--- config.mk ---
export PLATFORM = sky130hd
export DESIGN_NAME = raster_packet_rle_expander
export DESIGN_NICKNAME = d
export VERILOG_FILES = /design/src/design/rpre_pkg.sv /design/src/design/rpre_front.sv /design/src/design/rpre_queue.sv /design/src/design/rpre_back.sv /design/src/design/raster_packet_rle_expander.sv
export SDC_FILE = /design/constraint.sdc
export NUM_CORES = 1
export LEC_CHECK = 0
export ABC_AREA = 1
export BUFFER_PORTS_ARGS = -buffer_cell sky130_fd_sc_hd__buf_2
export CELL_PAD_IN_SITES_DETAIL_PLACEMENT = 0
export CELL_PAD_IN_SITES_GLOBAL_PLACEMENT = 1
export CORE_MARGIN = 2
export CORE_UTILIZATION = 45
export CTS_CLUSTER_DIAMETER = 120
export CTS_CLUSTER_SIZE = 16
export DETAILED_ROUTE_END_ITERATION = 10
export GPL_ROUTABILITY_DRIVEN = 1
export PLACE_DENSITY = 0.71
export SETUP_SLACK_MARGIN = 0.1
export SYNTH_ARGS = -nofsm -noshare
export SYNTH_HDL_FRONTEND = slang
export SYNTH_SLANG_ARGS = --single-unit
--- constraint.sdc ---
create_clock -name clk -period 5.13 [get_ports clk]
set_input_delay 0.2565 -clock clk [delete_from_list [all_inputs] [get_ports clk]]
set_output_delay 0.2565 -clock clk [all_outputs]
set_load 0.05 [all_outputs]
--- src/design/rpre_pkg.sv ---
// ----------------------------------------------------------------------------
// rpre_pkg: shared types for the raster packet run-length expander
// Word formats for both channels, the run command passed from the parser to
// the expander, parser phase codes and header constants.
// ----------------------------------------------------------------------------
package rpre_pkg;

    // Header layout.
    localparam logic [4:0] HEADER_LEN  = 5'd20;
    localparam logic [4:0] ROWS_HI_POS = 5'd16;
    localparam logic [4:0] ROWS_LO_POS = 5'd17;

    // Run command queue depth (power of two).
    localparam int QUEUE_DEPTH = 4;
    localparam int QUEUE_AW    = $clog2(QUEUE_DEPTH);

    // Input word.
    typedef struct packed {
        logic [7:0] data_byte;
        logic       packet_start;
    } in_word_t;

    // Output word, one pixel.
    typedef struct packed {
        logic [20:0] column;
        logic [15:0] row_number;
        logic [3:0]  level;
        logic        last_of_byte;
    } out_word_t;

    // One nonzero run to expand.
    typedef struct packed {
        logic [20:0] column;
        logic [15:0] row_number;
        logic [3:0]  level;
        logic [3:0]  run;
    } run_cmd_t;

    // Queue handshake between front and back.
    typedef struct packed {
        logic full;
        logic empty;
    } queue_status_t;

    // Parser phases.
    typedef enum logic [3:0] {
        PH_IDLE      = 4'b0001,
        PH_HEADER    = 4'b0010,
        PH_ROW_COUNT = 4'b0100,
        PH_ROW_DATA  = 4'b1000
    } phase_t;

endpackage

--- src/design/rpre_front.sv ---
// ----------------------------------------------------------------------------
// rpre_front: packet parser
// Walks the header, row counts and data bytes, and turns each data byte with
// a nonzero run into a run command for the expander.
// ----------------------------------------------------------------------------
module rpre_front
    import rpre_pkg::*;
(
    input  logic          clk,
    input  logic          rst_n,
    input  logic          accept,
    input  in_word_t      word,
    output logic          push,
    output run_cmd_t      cmd
);

    phase_t      phase_reg, phase_next;
    logic [4:0]  idx_reg, idx_next;
    logic [15:0] rows_total_reg, rows_total_next;
    logic [15:0] current_row_reg, current_row_next;
    logic [16:0] bytes_left_reg, bytes_left_next;
    logic [20:0] next_column_reg, next_column_next;
    logic [7:0]  hold_reg, hold_next;

    // Parser step for one accepted word.
    always_comb
    begin
        phase_t      ph;
        logic [4:0]  idx;
        logic [15:0] rows;
        logic [15:0] row;
        logic [16:0] left;
        logic [20:0] col;
        logic [7:0]  hold;
        logic [4:0]  idx_inc;
        logic [15:0] count;
        logic [15:0] row_inc;
        logic [3:0]  run;
        logic        row_done;

        ph   = phase_reg;
        idx  = idx_reg;
        rows = rows_total_reg;
        row  = current_row_reg;
        left = bytes_left_reg;
        col  = next_column_reg;
        hold = hold_reg;

        idx_inc  = 5'd0;
        count    = 16'd0;
        row_inc  = 16'd0;
        run      = word.data_byte[7:4];
        row_done = 1'b0;
        push     = 1'b0;

        cmd.column     = next_column_reg;
        cmd.row_number = current_row_reg;
        cmd.level      = word.data_byte[3:0];
        cmd.run        = run;

        if (accept)
        begin
            // A start flag restarts the packet from any phase.
            if (word.packet_start)
            begin
                ph   = PH_HEADER;
                idx  = 5'd0;
                rows = 16'd0;
                row  = 16'd0;
                left = 17'd0;
                col  = 21'd0;
                hold = 8'd0;
            end

            unique case (ph)
                PH_HEADER:
                begin
                    if (idx == ROWS_HI_POS)
                    begin
                        hold = word.data_byte;
                    end
                    else if (idx == ROWS_LO_POS)
                    begin
                        rows = {hold, word.data_byte};
                    end
                    idx_inc = idx + 5'd1;
                    if (idx_inc >= HEADER_LEN)
                    begin
                        idx = 5'd0;
                        row = 16'd0;
                        col = 21'd0;
                        ph  = (rows == 16'd0) ? PH_IDLE : PH_ROW_COUNT;
                    end
                    else
                    begin
                        idx = idx_inc;
                    end
                end
                PH_ROW_COUNT:
                begin
                    if (idx == 5'd0)
                    begin
                        hold = word.data_byte;
                        idx  = 5'd1;
                    end
                    else
                    begin
                        count = {hold, word.data_byte};
                        left  = {count, 1'b0};
                        col   = 21'd0;
                        idx   = 5'd0;
                        if (count == 16'd0)
                        begin
                            row_done = 1'b1;
                        end
                        else
                        begin
                            ph = PH_ROW_DATA;
                        end
                    end
                end
                PH_ROW_DATA:
                begin
                    push = (run != 4'd0);
                    cmd.column     = col;
                    cmd.row_number = row;
                    col  = col + {17'd0, run};
                    left = left - 17'd1;
                    if (left == 17'd0)
                    begin
                        row_done = 1'b1;
                    end
                end
                PH_IDLE:
                begin
                end
                default:
                begin
                end
            endcase

            // End of a row: move to the next row count or go idle.
            if (row_done)
            begin
                row_inc = row + 16'd1;
                row  = row_inc;
                idx  = 5'd0;
                col  = 21'd0;
                left = 17'd0;
                ph   = (row_inc >= rows) ? PH_IDLE : PH_ROW_COUNT;
            end
        end

        phase_next       = ph;
        idx_next         = idx;
        rows_total_next  = rows;
        current_row_next = row;
        bytes_left_next  = left;
        next_column_next = col;
        hold_next        = hold;
    end

    // State registers.
    always_ff @(posedge clk or negedge rst_n)
    begin
        if (!rst_n)
        begin
            phase_reg       <= PH_IDLE;
            idx_reg         <= 5'd0;
            rows_total_reg  <= 16'd0;
            current_row_reg <= 16'd0;
            bytes_left_reg  <= 17'd0;
            next_column_reg <= 21'd0;
            hold_reg        <= 8'd0;
        end
        else
        begin
            phase_reg       <= phase_next;
            idx_reg         <= idx_next;
            rows_total_reg  <= rows_total_next;
            current_row_reg <= current_row_next;
            bytes_left_reg  <= bytes_left_next;
            next_column_reg <= next_column_next;
            hold_reg        <= hold_next;
        end
    end

endmodule

--- src/design/rpre_queue.sv ---
// ----------------------------------------------------------------------------
// rpre_queue: run command queue
// Small first-in first-out buffer that decouples the parser from the
// pixel expander.
// ----------------------------------------------------------------------------
module rpre_queue
    import rpre_pkg::*;
(
    input  logic          clk,
    input  logic          rst_n,
    input  logic          push,
    input  run_cmd_t      push_cmd,
    input  logic          pop,
    output run_cmd_t      head_cmd,
    output queue_status_t status
);

    run_cmd_t              entry_reg [QUEUE_DEPTH];
    logic [QUEUE_AW-1:0]   wr_ptr_reg, wr_ptr_next;
    logic [QUEUE_AW-1:0]   rd_ptr_reg, rd_ptr_next;
    logic [QUEUE_AW:0]     count_reg, count_next;
    logic                  do_push;
    logic                  do_pop;

    localparam logic [QUEUE_AW:0] FULL_COUNT = QUEUE_DEPTH[QUEUE_AW:0];

    assign status.full  = (count_reg == FULL_COUNT);
    assign status.empty = (count_reg == '0);
    assign do_push      = push && !status.full;
    assign do_pop       = pop && !status.empty;
    assign head_cmd     = entry_reg[rd_ptr_reg];

    // Pointer and fill count update.
    always_comb
    begin
        wr_ptr_next = do_push ? wr_ptr_reg + 1'b1 : wr_ptr_reg;
        rd_ptr_next = do_pop  ? rd_ptr_reg + 1'b1 : rd_ptr_reg;
        count_next  = count_reg;
        if (do_push && !do_pop)
        begin
            count_next = count_reg + 1'b1;
        end
        else if (do_pop && !do_push)
        begin
            count_next = count_reg - 1'b1;
        end
    end

    always_ff @(posedge clk or negedge rst_n)
    begin
        if (!rst_n)
        begin
            wr_ptr_reg <= '0;
            rd_ptr_reg <= '0;
            count_reg  <= '0;
        end
        else
        begin
            wr_ptr_reg <= wr_ptr_next;
            rd_ptr_reg <= rd_ptr_next;
            count_reg  <= count_next;
        end
    end

    // Entry storage.
    always_ff @(posedge clk)
    begin
        if (do_push)
        begin
            entry_reg[wr_ptr_reg] <= push_cmd;
        end
    end

endmodule

--- src/design/rpre_back.sv ---
// ----------------------------------------------------------------------------
// rpre_back: pixel expander
// Takes run commands from the queue and emits one pixel per cycle while the
// receiver is ready, into an output register that holds while it stalls.
// ----------------------------------------------------------------------------
module rpre_back
    import rpre_pkg::*;
(
    input  logic          clk,
    input  logic          rst_n,
    input  run_cmd_t      head_cmd,
    input  queue_status_t status,
    output logic          pop,
    output logic          out_valid,
    input  logic          out_ready,
    output out_word_t     out_data
);

    run_cmd_t   cur_reg;
    logic       busy_reg, busy_next;
    logic [3:0] k_reg, k_next;
    logic       out_valid_reg, out_valid_next;
    out_word_t  out_reg;
    logic       load;
    logic       last;

    assign out_valid = out_valid_reg;
    assign out_data  = out_reg;

    // While busy, a pixel loads if the output register is free or drains now.
    assign load = busy_reg && (!out_valid_reg || out_ready);
    assign last = ((k_reg + 4'd1) == cur_reg.run);
    assign pop  = !status.empty && (!busy_reg || (load && last));

    always_comb
    begin
        busy_next      = busy_reg;
        k_next         = k_reg;
        out_valid_next = out_valid_reg;
        if (out_valid_reg && out_ready)
        begin
            out_valid_next = 1'b0;
        end
        if (load)
        begin
            out_valid_next = 1'b1;
            k_next         = k_reg + 4'd1;
            if (last)
            begin
                busy_next = 1'b0;
            end
        end
        if (pop)
        begin
            busy_next = 1'b1;
            k_next    = 4'd0;
        end
    end

    always_ff @(posedge clk or negedge rst_n)
    begin
        if (!rst_n)
        begin
            busy_reg      <= 1'b0;
            k_reg         <= 4'd0;
            out_valid_reg <= 1'b0;
        end
        else
        begin
            busy_reg      <= busy_next;
            k_reg         <= k_next;
            out_valid_reg <= out_valid_next;
        end
    end

    // Payload registers.
    always_ff @(posedge clk)
    begin
        if (pop)
        begin
            cur_reg <= head_cmd;
        end
        if (load)
        begin
            out_reg.column       <= cur_reg.column + {17'd0, k_reg};
            out_reg.row_number   <= cur_reg.row_number;
            out_reg.level        <= cur_reg.level;
            out_reg.last_of_byte <= last;
        end
    end

endmodule

--- src/design/raster_packet_rle_expander.sv ---
// ----------------------------------------------------------------------------
// raster_packet_rle_expander: raster packet run-length decoder
// Input channel in_valid/in_ready/in_data carries one packet byte per word,
// with packet_start set on header byte 0. Output channel out_valid/out_ready/
// out_data carries one pixel per word (column, row, level, last_of_byte).
// The parser takes a byte every cycle while its run queue has room; header,
// row-count and zero-run bytes produce no pixels. A data byte with run n
// yields n pixels, one per cycle from the expander while the receiver is
// ready, so sustained throughput is set by the expander. The first pixel of
// a byte passes through the queue entry, the command register and then the
// output register. When the receiver stalls, the output register holds its
// word, the expander waits, the four-entry queue fills and then in_ready
// drops.
// Reset clears the parser to idle and empties the queue and output register;
// bytes arriving while idle without packet_start are dropped.
// ----------------------------------------------------------------------------
module raster_packet_rle_expander
    import rpre_pkg::*;
(
    input  logic      clk,
    input  logic      rst_n,
    input  logic      in_valid,
    output logic      in_ready,
    input  in_word_t  in_data,
    output logic      out_valid,
    input  logic      out_ready,
    output out_word_t out_data
);

    logic          accept;
    logic          push;
    logic          pop;
    run_cmd_t      push_cmd;
    run_cmd_t      head_cmd;
    queue_status_t status;

    assign in_ready = !status.full;
    assign accept   = in_valid && in_ready;

    // Parser front end.
    rpre_front u_front (
        .clk    (clk),
        .rst_n  (rst_n),
        .accept (accept),
        .word   (in_data),
        .push   (push),
        .cmd    (push_cmd)
    );

    // Run command queue.
    rpre_queue u_queue (
        .clk      (clk),
        .rst_n    (rst_n),
        .push     (push),
        .push_cmd (push_cmd),
        .pop      (pop),
        .head_cmd (head_cmd),
        .status   (status)
    );

    // Pixel expander back end.
    rpre_back u_back (
        .clk       (clk),
        .rst_n     (rst_n),
        .head_cmd  (head_cmd),
        .status    (status),
        .pop       (pop),
        .out_valid (out_valid),
        .out_ready (out_ready),
        .out_data  (out_data)
    );

endmodule
==> impl_summary.md <==
Global route
For this run, the total global-route usage over all layers was measured as 21.2%. The number of antenna violations at the first check in global routing was 1. The first global-routing pass estimated 69700 um of wire. The via count of the first global-routing pass came to 12600. The pin count of the biggest net entering global routing is 103. Global routing finished with a remaining overflow of 0.

Pwr
The switching power is 2850 uW. Summing internal, switching and leakage power gives 8070 uW. The proportion of power drawn by flip-flops and latches is 46.7%. In this run, the clock network consumes 24.2% of the power. For this design the ratio of total power to cell area is 417 nW/um^2. The internal power of the cells totals 5220 uW. Of the total power, the share spent switching nets is 35.4%. The leakage power is 0.00762 uW. Combinational cells account for 29.1% of the total power. The peak supply drop is 0.273 mV.

STA
The summed negative setup slack over all endpoints is 0 ns. For the pin with the worst max-slew slack, the measured transition is 1.05 ns. Setup repair after global routing left no endpoint under its margin. The worst path uses 82.5% of the clock period. Clock skew on the completed layout was measured at 0.0186 ns. The worst setup slack after layout is 0.900 ns. The worst pin sits at a relative slew slack of 29.8%. The minimum clock period after layout is 4.23 ns.

The number of hold violations in the final report is 0. The number of pins with negative max-slew slack in the final report came to 0. Final hold analysis gives a worst-case slack of 0.0637 ns. The final setup violation count is 0.

The timing-limited maximum frequency is 0.236 GHz.

Clock network
The number of instances resized during post-cts repair is 0. The buffer depth of the longest clock path is 3. The CTS sink count is 367. The clock tree from TritonCTS is built.

The latest clock arrival within the worst-skew pair is 0.55 ns. The post-CTS clock slew at the launch and capture registers of the worst setup and hold paths is 0.09 ns. The buffer type at the clock tree root is sky130_fd_sc_hd__clkbuf_16. The maximum level of the CTS H-tree is 1. The number of clock buffers added by TritonCTS is 26.

Place
At the placement stage, the worst setup path has a slack of 0.737 ns. The number of buffers added on ports is 56. At the end of routability-driven placement, the weighted congestion stood at 0.871.

The estimated wirelength of the detail-placed design is 27400 um.

Floorplan
The area of the placeable core is 39600 sq um. The floorplan step set the die width to 204 um. The die footprint is 41600 sq um.

The die extent in y is 204 um. The floorplan has 73 rows. During I/O placement, the number of pins put on the boundary was 57. The initial utilization of the core area, before any placement, comes to 45.4%.

Detailed routing
Before antenna repair, the detailed router went through 5 iterations. Dividing the detail-routed wire length by the instance count gives 17.7 um. Once detail routing completed, the nets flagged for antenna violations numbered 0.

The count of unresolved DRC violations after routing is 0. The final layout contains routed wiring with a total length of 43000 um. Across all layers, the routed design uses 13100 vias. The ratio of routed vias to standard cells is 5.39. The violation count after the first detailed-route iteration is 1007.

Setup path
For flop-to-flop paths, the worst setup slack is 0.90 ns. The arrival time at the worst endpoint is 4.67 ns. By startpoint and endpoint, the worst setup path is classified as reg -> reg. The worst setup path is captured at a flop. The data required time of the worst path is 5.57 ns. STA classifies the critical path startpoint as a flop.

The maximum fanout count along the critical path is 13.

Synthesis
By count the netlist is led by 347 x sky130_fd_sc_hd__nand2_1, 267 x sky130_fd_sc_hd__edfxtp_1, 237 x sky130_fd_sc_hd__o21ai_0. The number of synthesized flops with an enable pin is 267. The number of cells produced by synthesis is 1894.

The count of state elements after synthesis is 367. The post-synth design cell area is 18000 sq um. The synthesized-area fraction occupied by adder cells is 2.84%. Summing the sequential cell areas from Yosys gives 58.5% of the chip area. After synthesis, the cell types taking the most area are sky130_fd_sc_hd__edfxtp_1 45%, sky130_fd_sc_hd__dfrtp_1 14%, sky130_fd_sc_hd__nand2_1 7.2%. After synthesis, the largest family of logic cells by area is simple AND/OR/NAND/NOR gates. The library cell with the largest summed area after synthesis is sky130_fd_sc_hd__edfxtp_1.

The distinct cell type count of the synthesized netlist is 47. Among all flip-flop cells after synthesis, the most frequent one is sky130_fd_sc_hd__edfxtp_1. After Yosys synthesis, XOR and XNOR cells account for 1.70% of the synthesized area. The number of nets produced by synthesis is 1946. For this run, asynchronously set or reset flops after synthesis account for 27.2%. The synthesized netlist devotes 18.5% of its cell area to simple gates. The most numerous cell in the Yosys netlist is sky130_fd_sc_hd__nand2_1. The fraction of the mapped netlist area in compound gates is 11.7%. The fraction of post-synthesis cell area in the top cell type by area is 44.6%.

The mean post-synth cell area is 9.50 sq um. The number of synthesis warnings is 0. Of the post-synthesis cell area, the part taken by muxes is 0.0626%.

Job
The tool flagged a number of max-cap violations equal to 0.

Layout
The register with the most flip-flops in the layout has 180 of them. From synthesis to final layout, the design area changed by 7.51%. After filler insertion, the fill cell instance count of the layout stands at 3736. The number of antenna diodes in the final layout is 0.

The share of post-route cells with drive strength above 1 is 8.37%. After the last flow step, the layout net total stands at 1931.

Outcome
The run finished with clean final reports.

Min path
The tightest min-delay check is of the in -> reg type.
through the flow:
step / area [sq um] / instances / utilization (%)
6_report: 19300 / 2424 / 48.8
5_1_grt: 19300 / 2424 / 48.8
4_1_cts: 19300 / 2424 / 48.8
3_5_place_dp: 18600 / 2374 / 46.8
3_3_place_gp: 18600 / 2374 / 46.8
2_1_floorplan: 18000 / 1894 / -
cells by family (layout without fill, tap and decap cells):
family | count (synthesis) | after routing
AO/OA/AOI/OAI | 385 | 385
multiplexers | 1 | 1
AND/OR/NAND/NOR | 769 | 769
XOR/XNOR | 35 | 35
flip-flops | 367 | 367
adder cells (fa/ha/maj) | 39 | 39
buffers and inverters | 298 | 303
worst max-delay path, cell delays in order (launching register included):
cell,delay [ns]
sky130_fd_sc_hd__dfrtp_1,0.36
sky130_fd_sc_hd__inv_1,0.05
sky130_fd_sc_hd__nor2_1,0.25
sky130_fd_sc_hd__ha_1,0.26
sky130_fd_sc_hd__nand3_1,0.09
sky130_fd_sc_hd__nand2_1,0.12
sky130_fd_sc_hd__nand3_2,0.12
sky130_fd_sc_hd__inv_1,0.07
sky130_fd_sc_hd__nor2_1,0.06
sky130_fd_sc_hd__nor2_1,0.09
sky130_fd_sc_hd__buf_4,0.20
sky130_fd_sc_hd__inv_1,0.07
sky130_fd_sc_hd__nor2_2,0.20
sky130_fd_sc_hd__ha_1,0.24
sky130_fd_sc_hd__nand4_1,0.21
sky130_fd_sc_hd__nor3_1,0.24
sky130_fd_sc_hd__nand3_1,0.10
sky130_fd_sc_hd__nand2_1,0.09
sky130_fd_sc_hd__nand2_1,0.06
sky130_fd_sc_hd__ha_1,0.26
sky130_fd_sc_hd__nand2_1,0.06
sky130_fd_sc_hd__nor2_1,0.15
sky130_fd_sc_hd__nand4_1,0.11
sky130_fd_sc_hd__o311ai_0,0.34
sky130_fd_sc_hd__nand2_1,0.12
sky130_fd_sc_hd__nand3_1,0.13
sky130_fd_sc_hd__nand2_1,0.06
layout make-up:
type                       count  area [sq um]  area share [%]
sequential                   367         10500            54.4
tap                          525           657            3.40
multi-input combinational   1229          6300            32.5
inverter                     178           668            3.45
clock buffer                  48           754            3.90
timing repair buffer          77           445            2.30
metal layers:
metal  wire (um)  vias up  part of all wire [%]  track usage [%]
li1            -     6429                     -                -
met5           0        -                     0                0
met3        2030       44                   4.7             2.38
met1       20400     6324                    47             30.4
met4         721        0                   1.7             4.45
met2       19900      274                    46             34.9
worst paths after layout:
path	start	cells after the start	end
hold / removal	in_data[1]	1	u_queue.entry_reg[1][4]
hold reg to reg	u_back.cur_reg[22]	0	u_back.out_data[19]
setup reg to reg	u_front.idx_reg[0]	26	u_front.phase_reg[2]
max in group asynchronous	rst_n	3	u_front.current_row_reg[7]
min in group asynchronous	rst_n	2	u_queue.count_reg[0]
setup / recovery	u_front.idx_reg[0]	26	u_front.phase_reg[2]
power groups by stage:
stage	Sequential, uW	Clock [uW]	Combinational, uW
after detailed placement	3830	0	2370
after CTS	3770	2020	2380
after global placement	3830	0	2350
final	3770	1960	2350
after global routing	3800	2130	2630
after floorplan	4160	0	1400
cell usage in the layout (no fill, tap or decap), drive strengths merged, types with 15 or more instances in the layout:
cell type	synthesis	routed
nand2	355	355
edfxtp	267	267
o21ai	247	247
nor2	238	238
inv	175	175
nand3	110	110
dfrtp	99	99
buf	23	75
o22ai	60	60
clkbuf	97	48
a21oi	45	45
nand4	42	42
ha	36	36
xor2	19	19
xnor2	16	16
nor3	15	15
timing repair:
action | in CTS | in global routing
hold buffers | 2 | 0
hold endpoints to repair | 45 | 0
endpoints found under the setup margin | 0 | 0
setup buffers | 0 | 0
Note: power is estimated with default switching activity, not from simulation.
